[config.mk]
export PLATFORM = sky130hd
export DESIGN_NAME = inflight_hold_credit_tracker
export DESIGN_NICKNAME = d
export VERILOG_FILES = /design/src/hdl/ihct_pkg.sv /design/src/hdl/inflight_hold_credit_tracker.sv /design/src/hdl/ihct_front.sv /design/src/hdl/ihct_queue.sv /design/src/hdl/ihct_back.sv
export SDC_FILE = /design/constraint.sdc
export NUM_CORES = 2
export LEC_CHECK = 0
export BUFFER_PORTS_ARGS = -buffer_cell sky130_fd_sc_hd__buf_2
export CORE_MARGIN = 4
export CORE_UTILIZATION = 39
export CTS_CLUSTER_SIZE = 30
export DETAILED_ROUTE_END_ITERATION = 10
export PLACE_DENSITY_LB_ADDON = 0.05
export SETUP_SLACK_MARGIN = 0.3
export SYNTH_ARGS = -nofsm -noshare
export SYNTH_HDL_FRONTEND = slang
export SYNTH_SLANG_ARGS = --single-unit
[constraint.sdc]
create_clock -name i_clk -period 25.5 [get_ports i_clk]
set_input_delay 3.825 -clock i_clk [delete_from_list [all_inputs] [get_ports i_clk]]
set_output_delay 3.825 -clock i_clk [all_outputs]
set_load 0.05 [all_outputs]
[src/hdl/ihct_pkg.sv]
// Shared types and constants for the in-flight / hold credit tracker.
// No dependencies; the other design files of the block import it, except ihct_check.
`timescale 1ns / 1ps

package ihct_pkg;

    localparam int TARGETS_DEF    = 16;
    localparam int VALUE_BITS_DEF = 48;

    localparam int FIELD_W = 48;
    localparam int TGT_W   = 4;
    localparam int OPC_W   = 3;

    localparam logic [OPC_W-1:0] OPC_QUERY   = 3'd0;
    localparam logic [OPC_W-1:0] OPC_ADD     = 3'd1;
    localparam logic [OPC_W-1:0] OPC_SUB     = 3'd2;
    localparam logic [OPC_W-1:0] OPC_HOLD    = 3'd3;
    localparam logic [OPC_W-1:0] OPC_RELEASE = 3'd4;
    localparam logic [OPC_W-1:0] OPC_REPORT  = 3'd5;
    localparam logic [OPC_W-1:0] OPC_SCAN    = 3'd6;

    localparam logic [FIELD_W-1:0] TTL_RESET = 48'd60000;

    // Depth of the queue between the front and back parts.
    localparam int Q_DEPTH = 2;

    // Work class decided by the front part.
    typedef enum logic [2:0] {
        K_QUERY,
        K_ADD,
        K_SUB,
        K_HOLD,
        K_RELEASE,
        K_REPORT,
        K_SCAN,
        K_NULL
    } t_kind;

    typedef struct packed {
        t_kind              kind;
        logic [TGT_W-1:0]   target;
        logic [FIELD_W-1:0] amount;
        logic [FIELD_W-1:0] now;
        logic [FIELD_W-1:0] used;
    } t_item;

endpackage

[src/hdl/inflight_hold_credit_tracker.sv]
// Per-target in-flight and hold credit tracker: top level.
// Depends on ihct_pkg, ihct_front, ihct_queue and ihct_back.
`timescale 1ns / 1ps

// A command is taken when start is high and busy is low; busy rises only when
// the two-entry command queue is full. Every command except the expiry scan
// goes through the back end as a record read from the record memory (one
// write port, one registered read port), then an update and result, and gives
// one result with o_last set. The expiry scan walks the memory one record per
// cycle, giving one result per expired hold followed by a closing result.
// Each result is shown for exactly one cycle with o_strobe high and cannot be
// stalled by the receiver. i_cfg_we writes the hold TTL; write it only while
// no command is pending.

module inflight_hold_credit_tracker #(
    parameter int TARGETS    = ihct_pkg::TARGETS_DEF,
    parameter int VALUE_BITS = ihct_pkg::VALUE_BITS_DEF
) (
    input  logic                          i_clk,
    input  logic                          i_rst_n,
    input  logic                          start,
    output logic                          busy,
    input  logic [ihct_pkg::OPC_W-1:0]    i_opcode,
    input  logic [ihct_pkg::TGT_W-1:0]    i_target,
    input  logic [ihct_pkg::FIELD_W-1:0]  i_amount_bytes,
    input  logic [ihct_pkg::FIELD_W-1:0]  i_time_ms,
    input  logic [ihct_pkg::FIELD_W-1:0]  i_used_memory,
    input  logic                          i_cfg_we,
    input  logic [ihct_pkg::FIELD_W-1:0]  i_cfg_wdata,
    output logic                          o_strobe,
    output logic [ihct_pkg::TGT_W-1:0]    o_result_target,
    output logic [ihct_pkg::FIELD_W-1:0]  o_inflight_now,
    output logic [ihct_pkg::FIELD_W-1:0]  o_held_now,
    output logic [ihct_pkg::FIELD_W-1:0]  o_hold_start_ms,
    output logic [ihct_pkg::FIELD_W-1:0]  o_min_used_now,
    output logic                          o_flag,
    output logic                          o_last
);
    import ihct_pkg::*;

    logic                  q_full, q_empty, q_push, q_pop;
    t_item                 q_in, q_out;
    logic [VALUE_BITS-1:0] r_ttl;

    always_ff @(posedge i_clk) begin
        if (!i_rst_n) begin
            r_ttl <= VALUE_BITS'(TTL_RESET);
        end else if (i_cfg_we) begin
            r_ttl <= VALUE_BITS'(i_cfg_wdata);
        end
    end

    assign busy = q_full;

    ihct_front #(
        .TARGETS (TARGETS)
    ) u_front (
        .i_start        (start),
        .i_q_full       (q_full),
        .i_opcode       (i_opcode),
        .i_target       (i_target),
        .i_amount_bytes (i_amount_bytes),
        .i_time_ms      (i_time_ms),
        .i_used_memory  (i_used_memory),
        .o_push         (q_push),
        .o_item         (q_in)
    );

    ihct_queue u_queue (
        .i_clk   (i_clk),
        .i_rst_n (i_rst_n),
        .i_push  (q_push),
        .i_data  (q_in),
        .i_pop   (q_pop),
        .o_full  (q_full),
        .o_empty (q_empty),
        .o_data  (q_out)
    );

    ihct_back #(
        .TARGETS    (TARGETS),
        .VALUE_BITS (VALUE_BITS)
    ) u_back (
        .i_clk           (i_clk),
        .i_rst_n         (i_rst_n),
        .i_item          (q_out),
        .i_empty         (q_empty),
        .i_ttl           (r_ttl),
        .o_pop           (q_pop),
        .o_strobe        (o_strobe),
        .o_result_target (o_result_target),
        .o_inflight_now  (o_inflight_now),
        .o_held_now      (o_held_now),
        .o_hold_start_ms (o_hold_start_ms),
        .o_min_used_now  (o_min_used_now),
        .o_flag          (o_flag),
        .o_last          (o_last)
    );

endmodule

[src/hdl/ihct_front.sv]
// Front part: takes a command transaction and classifies it for the back part.
// Depends on ihct_pkg.
`timescale 1ns / 1ps

module ihct_front #(
    parameter int TARGETS = ihct_pkg::TARGETS_DEF
) (
    input  logic                          i_start,
    input  logic                          i_q_full,
    input  logic [ihct_pkg::OPC_W-1:0]    i_opcode,
    input  logic [ihct_pkg::TGT_W-1:0]    i_target,
    input  logic [ihct_pkg::FIELD_W-1:0]  i_amount_bytes,
    input  logic [ihct_pkg::FIELD_W-1:0]  i_time_ms,
    input  logic [ihct_pkg::FIELD_W-1:0]  i_used_memory,
    output logic                          o_push,
    output ihct_pkg::t_item               o_item
);
    import ihct_pkg::*;

    logic  in_range;
    t_kind kind;

    always_comb begin
        in_range = int'(i_target) < TARGETS;
        kind     = K_QUERY;
        // A scan ignores the target; any other op on an absent index leaves the records unchanged and reports zeros.
        priority if (i_opcode == OPC_SCAN) begin
            kind = K_SCAN;
        end else if (!in_range) begin
            kind = K_NULL;
        end else begin
            unique case (i_opcode)
                OPC_QUERY:   kind = K_QUERY;
                OPC_ADD:     kind = K_ADD;
                OPC_SUB:     kind = K_SUB;
                OPC_HOLD:    kind = K_HOLD;
                OPC_RELEASE: kind = K_RELEASE;
                OPC_REPORT:  kind = K_REPORT;
                default:     kind = K_QUERY;
            endcase
        end
    end

    assign o_push        = i_start && !i_q_full;
    assign o_item.kind   = kind;
    assign o_item.target = i_target;
    assign o_item.amount = i_amount_bytes;
    assign o_item.now    = i_time_ms;
    assign o_item.used   = i_used_memory;

endmodule

[src/hdl/ihct_queue.sv]
// Short FIFO of classified transactions between the front and back parts.
// Depends on ihct_pkg.
`timescale 1ns / 1ps

module ihct_queue (
    input  logic            i_clk,
    input  logic            i_rst_n,
    input  logic            i_push,
    input  ihct_pkg::t_item i_data,
    input  logic            i_pop,
    output logic            o_full,
    output logic            o_empty,
    output ihct_pkg::t_item o_data
);
    import ihct_pkg::*;

    localparam int AW = (Q_DEPTH > 1) ? $clog2(Q_DEPTH) : 1;

    t_item          r_mem [Q_DEPTH];
    logic [AW-1:0]  r_wptr, n_wptr;
    logic [AW-1:0]  r_rptr, n_rptr;
    logic [AW:0]    r_count, n_count;

    assign o_full  = r_count == (AW+1)'(Q_DEPTH);
    assign o_empty = r_count == '0;
    assign o_data  = r_mem[r_rptr];

    always_comb begin
        n_wptr  = r_wptr;
        n_rptr  = r_rptr;
        n_count = r_count;
        if (i_push) begin
            n_wptr = (r_wptr == AW'(Q_DEPTH-1)) ? '0 : r_wptr + AW'(1);
        end
        if (i_pop) begin
            n_rptr = (r_rptr == AW'(Q_DEPTH-1)) ? '0 : r_rptr + AW'(1);
        end
        if (i_push && !i_pop) begin
            n_count = r_count + (AW+1)'(1);
        end else if (i_pop && !i_push) begin
            n_count = r_count - (AW+1)'(1);
        end
    end

    always_ff @(posedge i_clk) begin
        if (!i_rst_n) begin
            r_wptr  <= '0;
            r_rptr  <= '0;
            r_count <= '0;
        end else begin
            r_wptr  <= n_wptr;
            r_rptr  <= n_rptr;
            r_count <= n_count;
        end
    end

    always_ff @(posedge i_clk) begin
        if (i_push) begin
            r_mem[r_wptr] <= i_data;
        end
    end

endmodule

[src/hdl/ihct_back.sv]
// Back part: record memory, read-modify-write engine, expiry scan, result register.
// Depends on ihct_pkg; fed by ihct_queue.
`timescale 1ns / 1ps

module ihct_back #(
    parameter int TARGETS    = ihct_pkg::TARGETS_DEF,
    parameter int VALUE_BITS = ihct_pkg::VALUE_BITS_DEF
) (
    input  logic                          i_clk,
    input  logic                          i_rst_n,
    input  ihct_pkg::t_item               i_item,
    input  logic                          i_empty,
    input  logic [VALUE_BITS-1:0]         i_ttl,
    output logic                          o_pop,
    output logic                          o_strobe,
    output logic [ihct_pkg::TGT_W-1:0]    o_result_target,
    output logic [ihct_pkg::FIELD_W-1:0]  o_inflight_now,
    output logic [ihct_pkg::FIELD_W-1:0]  o_held_now,
    output logic [ihct_pkg::FIELD_W-1:0]  o_hold_start_ms,
    output logic [ihct_pkg::FIELD_W-1:0]  o_min_used_now,
    output logic                          o_flag,
    output logic                          o_last
);
    import ihct_pkg::*;

    localparam int IW = (TARGETS > 1) ? $clog2(TARGETS) : 1;
    localparam int VB = VALUE_BITS;

    typedef enum logic [3:0] {
        S_IDLE  = 4'b0001,
        S_EXEC  = 4'b0010,
        S_SCAN  = 4'b0100,
        S_CLOSE = 4'b1000
    } t_state;

    t_state         r_state, n_state;
    t_item          r_cur, n_cur;
    logic [IW-1:0]  r_idx, n_idx;
    logic [IW-1:0]  rd_addr;

    logic [VB-1:0]  r_inf_mem   [TARGETS];
    logic [VB-1:0]  r_held_mem  [TARGETS];
    logic [VB-1:0]  r_start_mem [TARGETS];
    logic [VB-1:0]  r_minu_mem  [TARGETS];
    logic [TARGETS-1:0] r_vld;

    logic [VB-1:0]  r_rd_inf, r_rd_held, r_rd_start, r_rd_minu;
    logic           r_rd_vld;

    logic [VB-1:0]  inf, held, st, mu, amt, now, used;
    logic [VB:0]    sum_inf, sum_held, ttl_edge;
    logic [VB-1:0]  add_inf, add_held, sub_inf;
    logic [VB-1:0]  w_inf, w_held, w_start, w_minu;
    logic           mem_we, rep_flag, expired;

    logic                 r_strobe, n_strobe;
    logic                 r_flag, n_flag;
    logic                 r_last, n_last;
    logic [TGT_W-1:0]     r_tgt, n_tgt;
    logic [FIELD_W-1:0]   r_o_inf, n_o_inf;
    logic [FIELD_W-1:0]   r_o_held, n_o_held;
    logic [FIELD_W-1:0]   r_o_start, n_o_start;
    logic [FIELD_W-1:0]   r_o_minu, n_o_minu;

    // Record fields; an entry never written reads as an absent record.
    assign inf  = r_rd_vld ? r_rd_inf   : '0;
    assign held = r_rd_vld ? r_rd_held  : '0;
    assign st   = r_rd_vld ? r_rd_start : '0;
    assign mu   = r_rd_vld ? r_rd_minu  : '0;
    assign amt  = VB'(r_cur.amount);
    assign now  = VB'(r_cur.now);
    assign used = VB'(r_cur.used);

    assign sum_inf  = {1'b0, inf} + {1'b0, amt};
    assign sum_held = {1'b0, held} + {1'b0, amt};
    assign add_inf  = sum_inf[VB]  ? '1 : sum_inf[VB-1:0];
    assign add_held = sum_held[VB] ? '1 : sum_held[VB-1:0];
    assign sub_inf  = (inf > amt) ? inf - amt : '0;
    assign rep_flag = (held != '0) && (now > st) && (used >= mu);
    // now - start > ttl with now > start is the same as now > start + ttl.
    assign ttl_edge = {1'b0, st} + {1'b0, i_ttl};
    assign expired  = (held != '0) && ({1'b0, now} > ttl_edge);

    assign o_pop = (r_state == S_IDLE) && !i_empty;

    always_comb begin
        w_inf    = inf;
        w_held   = held;
        w_start  = st;
        w_minu   = mu;
        mem_we   = 1'b0;
        unique case (r_cur.kind)
            K_ADD: begin
                w_inf  = add_inf;
                mem_we = 1'b1;
            end
            K_SUB: begin
                w_inf  = sub_inf;
                mem_we = 1'b1;
                if (sub_inf == '0) begin
                    w_held  = '0;
                    w_start = '0;
                    w_minu  = '0;
                end
            end
            K_HOLD: begin
                w_held  = add_held;
                w_start = (now > st) ? now : st;
                w_minu  = (used > mu) ? used : mu;
                mem_we  = 1'b1;
            end
            K_RELEASE: begin
                w_inf   = sub_inf;
                w_held  = '0;
                w_start = '0;
                w_minu  = '0;
                mem_we  = 1'b1;
            end
            K_NULL: begin
                w_inf   = '0;
                w_held  = '0;
                w_start = '0;
                w_minu  = '0;
            end
            default: begin
            end
        endcase
        if (r_state != S_EXEC) begin
            mem_we = 1'b0;
        end
    end

    always_comb begin
        n_state   = r_state;
        n_cur     = r_cur;
        n_idx     = r_idx;
        rd_addr   = r_idx;
        n_strobe  = 1'b0;
        n_flag    = 1'b0;
        n_last    = 1'b0;
        n_tgt     = r_tgt;
        n_o_inf   = r_o_inf;
        n_o_held  = r_o_held;
        n_o_start = r_o_start;
        n_o_minu  = r_o_minu;
        unique case (r_state)
            S_IDLE: begin
                rd_addr = (i_item.kind == K_SCAN) ? '0 : IW'(i_item.target);
                if (!i_empty) begin
                    n_cur   = i_item;
                    n_idx   = rd_addr;
                    n_state = (i_item.kind == K_SCAN) ? S_SCAN : S_EXEC;
                end
            end
            S_EXEC: begin
                n_strobe  = 1'b1;
                n_last    = 1'b1;
                n_flag    = (r_cur.kind == K_REPORT) && rep_flag;
                n_tgt     = r_cur.target;
                n_o_inf   = FIELD_W'(w_inf);
                n_o_held  = FIELD_W'(w_held);
                n_o_start = FIELD_W'(w_start);
                n_o_minu  = FIELD_W'(w_minu);
                n_state   = S_IDLE;
            end
            S_SCAN: begin
                // Check the entry just read and fetch the next one.
                rd_addr = r_idx + IW'(1);
                n_idx   = rd_addr;
                if (expired) begin
                    n_strobe  = 1'b1;
                    n_flag    = 1'b1;
                    n_tgt     = TGT_W'(r_idx);
                    n_o_inf   = FIELD_W'(inf);
                    n_o_held  = FIELD_W'(held);
                    n_o_start = FIELD_W'(st);
                    n_o_minu  = FIELD_W'(mu);
                end
                if (r_idx == IW'(TARGETS-1)) begin
                    n_state = S_CLOSE;
                end
            end
            S_CLOSE: begin
                n_strobe  = 1'b1;
                n_last    = 1'b1;
                n_tgt     = '0;
                n_o_inf   = '0;
                n_o_held  = '0;
                n_o_start = '0;
                n_o_minu  = '0;
                n_state   = S_IDLE;
            end
            default: begin
                n_state = S_IDLE;
            end
        endcase
    end

    always_ff @(posedge i_clk) begin
        if (!i_rst_n) begin
            r_state  <= S_IDLE;
            r_vld    <= '0;
            r_strobe <= 1'b0;
            r_flag   <= 1'b0;
            r_last   <= 1'b0;
        end else begin
            r_state  <= n_state;
            r_strobe <= n_strobe;
            r_flag   <= n_flag;
            r_last   <= n_last;
            if (mem_we) begin
                r_vld[r_idx] <= 1'b1;
            end
        end
    end

    always_ff @(posedge i_clk) begin
        r_cur     <= n_cur;
        r_idx     <= n_idx;
        r_tgt     <= n_tgt;
        r_o_inf   <= n_o_inf;
        r_o_held  <= n_o_held;
        r_o_start <= n_o_start;
        r_o_minu  <= n_o_minu;
    end

    // Record memory: one write port, one registered read port.
    always_ff @(posedge i_clk) begin
        if (mem_we) begin
            r_inf_mem[r_idx]   <= w_inf;
            r_held_mem[r_idx]  <= w_held;
            r_start_mem[r_idx] <= w_start;
            r_minu_mem[r_idx]  <= w_minu;
        end
        r_rd_inf   <= r_inf_mem[rd_addr];
        r_rd_held  <= r_held_mem[rd_addr];
        r_rd_start <= r_start_mem[rd_addr];
        r_rd_minu  <= r_minu_mem[rd_addr];
        r_rd_vld   <= r_vld[rd_addr];
    end

    assign o_strobe        = r_strobe;
    assign o_flag          = r_flag;
    assign o_last          = r_last;
    assign o_result_target = r_tgt;
    assign o_inflight_now  = r_o_inf;
    assign o_held_now      = r_o_held;
    assign o_hold_start_ms = r_o_start;
    assign o_min_used_now  = r_o_minu;

endmodule

==> Word-level counts from Yosys, hierarchy flattened <==
Memory sizes are Yosys's and may differ from the RTL's. A register that Yosys moved wholly into a read port is not among the register bits.
Index checks and enable logic that the tools add are counted.
Widths: inputs -> output; s select.
{ "totals": {"regBits": 427, "ram_bits": 3374, "inputBits": 203, "out_inout_bits": 200, "elab_cells": 151, "n_memories": 5} }
{ "classes": {"add_sub_neg": 9, "magnitude_cmp": 8, "n_eq_ne": 23, "muxes": 56, "n_bitwise": 2, "n_reduce_logical": 27} }
{ "memory_table": {"columns": ["name", "depth", "width", "read_ports", "rd_clocked_by_memory_dff", "write_ports", "line_no", "source"], "rows": [
  ["u_back.r_held_mem", 16, 48, 1, 1, 1, "ihct_back.sv:42", "logic [VB-1:0] r_held_mem [TARGETS];"],
  ["u_back.r_inf_mem", 16, 48, 1, 1, 1, "ihct_back.sv:41", "logic [VB-1:0] r_inf_mem [TARGETS];"],
  ["u_back.r_minu_mem", 16, 48, 1, 1, 1, "ihct_back.sv:44", "logic [VB-1:0] r_minu_mem [TARGETS];"],
  ["u_back.r_start_mem", 16, 48, 1, 1, 1, "ihct_back.sv:43", "logic [VB-1:0] r_start_mem [TARGETS];"],
  ["u_queue.r_mem", 2, 151, 1, 1, 1, "ihct_queue.sv:19", "t_item r_mem [Q_DEPTH];"]
]} }
{ "op_table": {"columns": ["operator", "n"], "rows": [
  ["$pmux 48 s3", 8],
  ["$mux 48", 16],
  ["$add 48x48->49", 3],
  ["$gt 48x48->1", 3],
  ["$gt 48x49->1", 1],
  ["$ge 48x48->1", 1],
  ["$logic_not 48->1", 1],
  ["$reduce_bool 48->1", 1],
  ["$sub 48x48->48", 1],
  ["$pmux 4 s2", 3],
  ["$eq 3x3->1 const B", 7],
  ["$mux 4", 5],
  ["$or 16x16->16", 1],
  ["$pmux 3 s5", 1],
  ["$mux 1", 14],
  ["$eq 3x2->1 const B", 4],
  ["$pmux 4 s3", 1],
  ["$lt 4x5->1 const B", 2],
  ["$logic_and 1x1->1", 9],
  ["$eq 4x4->1 const B", 2],
  ["$reduce_and 2->1", 4],
  ["$eq 3x1->1 const B", 2],
  ["$mux 3", 2],
  ["$reduce_or 2->1", 3],
  ["22 further kinds", 30]
]} }

==> Depth between registers and ports, before layout <==
{ "logic_depth": {"word_depth": 7, "ltp_mapped": 34, "ltp_nobuf": 27} }

==> Modules after synthesis <==
A second synthesis with hierarchy kept.
{ "hier_totals": {"hier_cells": 13578, "area_unflattened_um2": 169750.3} }
{ "by_module_without_submodules": {"columns": ["mod", "instances", "cells_each", "area_each_um2", "seq_area_each_um2"], "rows": [
  ["ihct_back", 1, 12772, 155260.2, 107112.7],
  ["ihct_queue", 1, 492, 11477.3, 9168.8],
  ["inflight_hold_credit_tracker", 1, 155, 1826.8, 960.9],
  ["ihct_front", 1, 159, 1186.1, 0.0]
]} }

==> Worst setup path before layout <==
OpenSTA, ideal clock, no wires.
{ "synth_path": {"path_type": "register to register", "from": "reg u_back.r_cur[150] (netlist name)", "to": "mem u_back.r_held_mem[1][0] (netlist name), enable pin", "setup_ns": 0.981, "t_arrival_ns": 14.072, "required_ns": 24.519, "setup_slack_ns": 10.446, "path_stages_with_launch": 7, "n_path_buf": 1, "period_less_slack_ns": 15.054, "path_cell_list": "edfxtp_1 -> clkbuf_1 -> inv_1 -> xnor2_1 -> nor2_1 -> nand2_1 -> nor3_1"} }
{ "synth_between": {"elab_chain_cells": 6, "word_cells_on_any_way": 9, "classes_between": "4 x eq/ne; 4 x mux; 1 x reduce/logical"} }
{ "synth_rtl": {"columns": ["element", "line_no", "source"], "rows": [
  ["start: declaration", "ihct_back.sv:37", "t_item r_cur, n_cur;"],
  ["start signal: assignment", "ihct_back.sv:218", "r_cur <= n_cur;"],
  ["$eq 3x1->1 (tied with other cells)", "ihct_back.sv:92", "unique case (r_cur.kind)"],
  ["$reduce_or 4->1 (no source line) (*)", null, null],
  ["$mux 1 (*)", "ihct_back.sv:92", null],
  ["$mux 1 (*)", "ihct_back.sv:128", "if (r_state != S_EXEC) begin"],
  ["$mux 1 (*)", "ihct_back.sv:229", "if (mem_we) begin"],
  ["$mux 1 (not written as such) (*)", "ihct_back.sv:231", "r_held_mem[r_idx] <= w_held;"],
  ["end: declaration", "ihct_back.sv:42", null]
]} }
Every way passes the cells marked *; elsewhere a longest branch is shown, timed or not.

==> Worst setup path in the final report <==
{ "layout_path": {"from": "reg u_back.r_rd_vld", "to": "reg u_back.r_o_inf[23], in the netlist u_back.o_inflight_now[23], enable pin"} }
{ "layout_between": {"elab_chain_cells": 6, "word_cells_on_any_way": 8, "classes_between": "1 x add/sub; 1 x order compare; 1 x eq/ne; 2 x mux; 3 x reduce/logical"} }
{ "layout_rtl": {"columns": ["element", "line_no", "source"], "rows": [
  ["start: declaration", "ihct_back.sv:48", "logic r_rd_vld;"],
  ["start signal: assignment", "ihct_back.sv:239", "r_rd_vld <= r_vld[rd_addr];"],
  ["$mux 48", "ihct_back.sv:68", "assign st = r_rd_vld ? r_rd_start : '0;"],
  ["$add 48x48->49", "ihct_back.sv:81", "assign ttl_edge = {1'b0, st} + {1'b0, i_ttl};"],
  ["$gt 48x49->1", "ihct_back.sv:82", "assign expired = (held != '0) && ({1'b0, now} > ttl_edge);"],
  ["$logic_and 1x1->1 (*)", "ihct_back.sv:82", null],
  ["$ne 2x1->1 (no source line) (*)", null, null],
  ["$reduce_and 2->1 (no source line) (*)", null, null],
  ["end signal: assignment", "ihct_back.sv:221", "r_o_inf <= n_o_inf;"],
  ["end: declaration", "ihct_back.sv:60", "logic [FIELD_W-1:0] r_o_inf, n_o_inf;"]
]} }
Marked as above.
A chain may end at the register's enable or synchronous reset.

==> results.json <==
{
  "slew_violations": 0,
  "critPathMaxFanout": 59,
  "synth_edf_count": 3725,
  "synth_area_sq_um": 169200,
  "synth_top_flop_cell": "edfxtp_1",
  "cts_made_buffers": 439,
  "drtPass1Iterations": 6,
  "maxCapViolCount": 0,
  "gr-total-overflow": 0,
  "post_drt_via_cell_ratio": 5.681,
  "ant_nets": 0,
  "leakage_nw": 68.87,
  "tightest_slew_ns": 1.325,
  "synth_seq_cells": 3994,
  "seq_area_frac_synth": 0.6930,
  "drc": 0,
  "startpoint_type": "register",
  "coreArea_sq_um": 431500,
  "crit_required_ns": 26.09,
  "cp_data_arrival_time_ns": 10.55,
  "ys_types": 91,
  "dp_worst_setup_slack_ns": 15.43,
  "seq_area_sq_um": 117300,
  "wirelength_um": 569900,
  "multi_input_area_sq_um": 47910,
  "synth.area.top_cells": "edfxtp_1 66%, nand2_1 7.9%, dfxtp_1 3.2%",
  "hold_buffers": 0,
  "worst_setup_path_end_kind": "register",
  "hpwl_um": 326300,
  "synth_top_cell_by_area": "edfxtp_1",
  "gp_congestion": 0.9148,
  "cts_resized": 0,
  "cts_setup_buffers": 0,
  "start_util": 0.3921,
  "die_h_um": 666.7,
  "power_density_nw_per_um2": 154.3,
  "h-tree-depth": 5,
  "synth_fp_nets": 14210,
  "cts.sinks": 3994,
  "layout_common_cells": "3725 x edfxtp_1, 3575 x nand2_1, 822 x nand3_1",
  "fin_setup_tns_ns": 0,
  "finalHoldViolations": 0,
  "grt.total_usage": 0.2480,
  "max_freq_mhz": 100.4,
  "cts_tree": "built",
  "yosysTopAreaCellShare": 0.6611,
  "first_global_vias": 110300,
  "drt-initial-drc-count": 10580,
  "placedInstanceArea_sq_um": 177500,
  "total_power_mw": 29.63,
  "antenna_found_initial": 41,
  "hp-class": "reg -> reg",
  "period_minus_slack_ns": 9.961,
  "critPathMaxStageDelay_ns": 1.01,
  "grt_pass1_wl_um": 809300,
  "finalSetupViolCount": 0,
  "synth_warnings": 0,
  "ir_drop_mv": 0.1595,
  "status": "complete, no violations",
  "cts_buffer_depth": 4,
  "rsz0062_at_grt": "no",
  "wire_per_inst_um": 28.49,
  "path_clk_slew_ns": 0.06,
  "via_count": 113700,
  "fp.dieArea_sq_um": 444400,
  "area_growth_pct": 13.49,
  "timing.hold.ws_ns": 0.4704,
  "finalWorstSetupSlack_ns": 15.54,
  "io_buffers": 402,
  "relSlewSlack": 0.1108,
  "cts_root_buf": "clkbuf_16",
  "synthCells": 13660,
  "grt_max_degree": 179,
  "async_flop_share": 0,
  "layout.cells.most_common": "edfxtp_1",
  "crit_type": "reg -> reg",
  "drive_above_1_share": 0.1091,
  "avgSynthCellArea_sq_um": 12.38,
  "nets": 14410,
  "die_w_um": 666.7,
  "crit_slowest_cell": "dfxtp_4",
  "fin_crit_sh": 0.3906,
  "finish.instance_area_sq_um": 192000,
  "crit_top_cell": "buf_4",
  "finClkSkew_ns": 0.07636,
  "io_pins": 403,
  "nFillCells": 39150,
  "row_count": 241,
  "clk_latency_ns": 1.02
}
==> worst paths after layout <==
check / startpoint / endpoint / slack [ns] / cells after the start
setup / recovery: u_back.r_rd_vld / u_back.o_inflight_now[23] / 15.54 / 26
hold reg to reg: u_back.r_vld[11] / u_back.r_vld[11] / 0.47 / 2
setup reg to reg: u_back.r_rd_vld / u_back.o_inflight_now[23] / 15.54 / 26
hold / removal: u_back.r_vld[11] / u_back.r_vld[11] / 0.47 / 2
==> through the flow <==
step | utilization | std cells
CTS | 0.4448 | 19970
finish | 0.4450 | 20010
floorplan | - | 13660
global placement | 0.4114 | 19140
global route | 0.4449 | 20000
detailed placement | 0.4114 | 19140
==> sequential cells by signal, indices dropped and copies added, names as in the netlist, 2 cells and up, named ones only <==
name / cells
u_back.r_held_mem: 768
u_back.r_inf_mem: 768
u_back.r_minu_mem: 768
u_back.r_start_mem: 768
u_queue.r_mem: 302
r_ttl: 48
u_back.amt: 48
u_back.now: 48
u_back.o_held_now: 48
u_back.o_hold_start_ms: 48
u_back.o_inflight_now: 48
u_back.o_min_used_now: 48
u_back.r_rd_held: 48
u_back.r_rd_inf: 48
u_back.r_rd_minu: 48
u_back.r_rd_start: 48
u_back.used: 48
u_back.r_vld: 16
u_back.r_cur: 7
u_back.o_result_target: 4
u_back.r_idx: 4
u_back.r_state: 4
u_queue.r_count: 2
==> logic make-up (layout without fill, tap and decap cells) <==
| logic type | Yosys count | count (layout) | share of synthesized area |
|---|---|---|---|
| buffers and inverters | 1134 | 1730 | 0.02576 |
| other | 0 | 38 | 0 |
| multiplexers | 212 | 212 | 0.01367 |
| adder cells (fa/ha/maj) | 343 | 343 | 0.02547 |
| flip-flops | 3994 | 3994 | 0.6930 |
| XOR/XNOR | 167 | 167 | 0.008645 |
| AND/OR/NAND/NOR | 5553 | 5553 | 0.1410 |
| AO/OA/AOI/OAI | 2261 | 2261 | 0.09245 |
==> layer usage <==
layer | vias up | GRT usage | wire [um]
met1 | 58260 | 0.3448 | 251200
met3 | 797 | 0.02559 | 28410
li1 | 51120 | - | -
met4 | 4 | 0.08130 | 19680
met5 | - | 0 | 21
met2 | 3481 | 0.4078 | 270600
==> area by class of cell <==
cell class	instances	share of cell area
Antenna cell	38	0.0004952
Inverter	244	0.004815
Clock inverter	219	0.01125
Sequential cell	3994	0.6106
Multi-Input combinational cell	8536	0.2495
Tap cell	5710	0.03721
Clock buffer	610	0.06377
Timing Repair Buffer	657	0.02229
==> Yosys cell counts (all sizes together), types with 26 or more instances <==
master	instances
a21o	125
xor2	49
nand3	823
a22o	46
a221o	33
ha	334
nor2b	35
o21bai	43
clkbuf	793
buf	97
nor3	61
inv	244
nand2b	50
nand2	3580
nor4	40
edfxtp	3725
and3	401
a21oi	466
dfxtp	269
o22ai	173
xnor2	118
nor2	366
a31oi	254
mux2	153
nand4	66
o211ai	31
o21a	32
and2	55
o21ai	307
a211oi	26
mux2i	59
a311oi	587
==> worst max-delay path, delay by kind of cell (launching register included) <==
| family | cells | cell delay [ns] |
|---|---|---|
| compound gates | 10 | 2.97 |
| simple gates | 8 | 2.16 |
| buf+inv | 4 | 2.02 |
| flops | 1 | 1.01 |
| fa+ha+maj | 3 | 0.85 |
| xor+xnor | 1 | 0.22 |
==> power breakdown <==
| group | total, mW | internal (mW) | leakage, nW | switching (mW) |
|---|---|---|---|---|
| sequential | 9.61 | 9.14 | 36.5 | 0.471 |
| clock | 6.32 | 3.68 | 7.08 | 2.64 |
| combinational | 13.7 | 3.81 | 25.3 | 9.89 |
(Power assumes the default switching activity.)
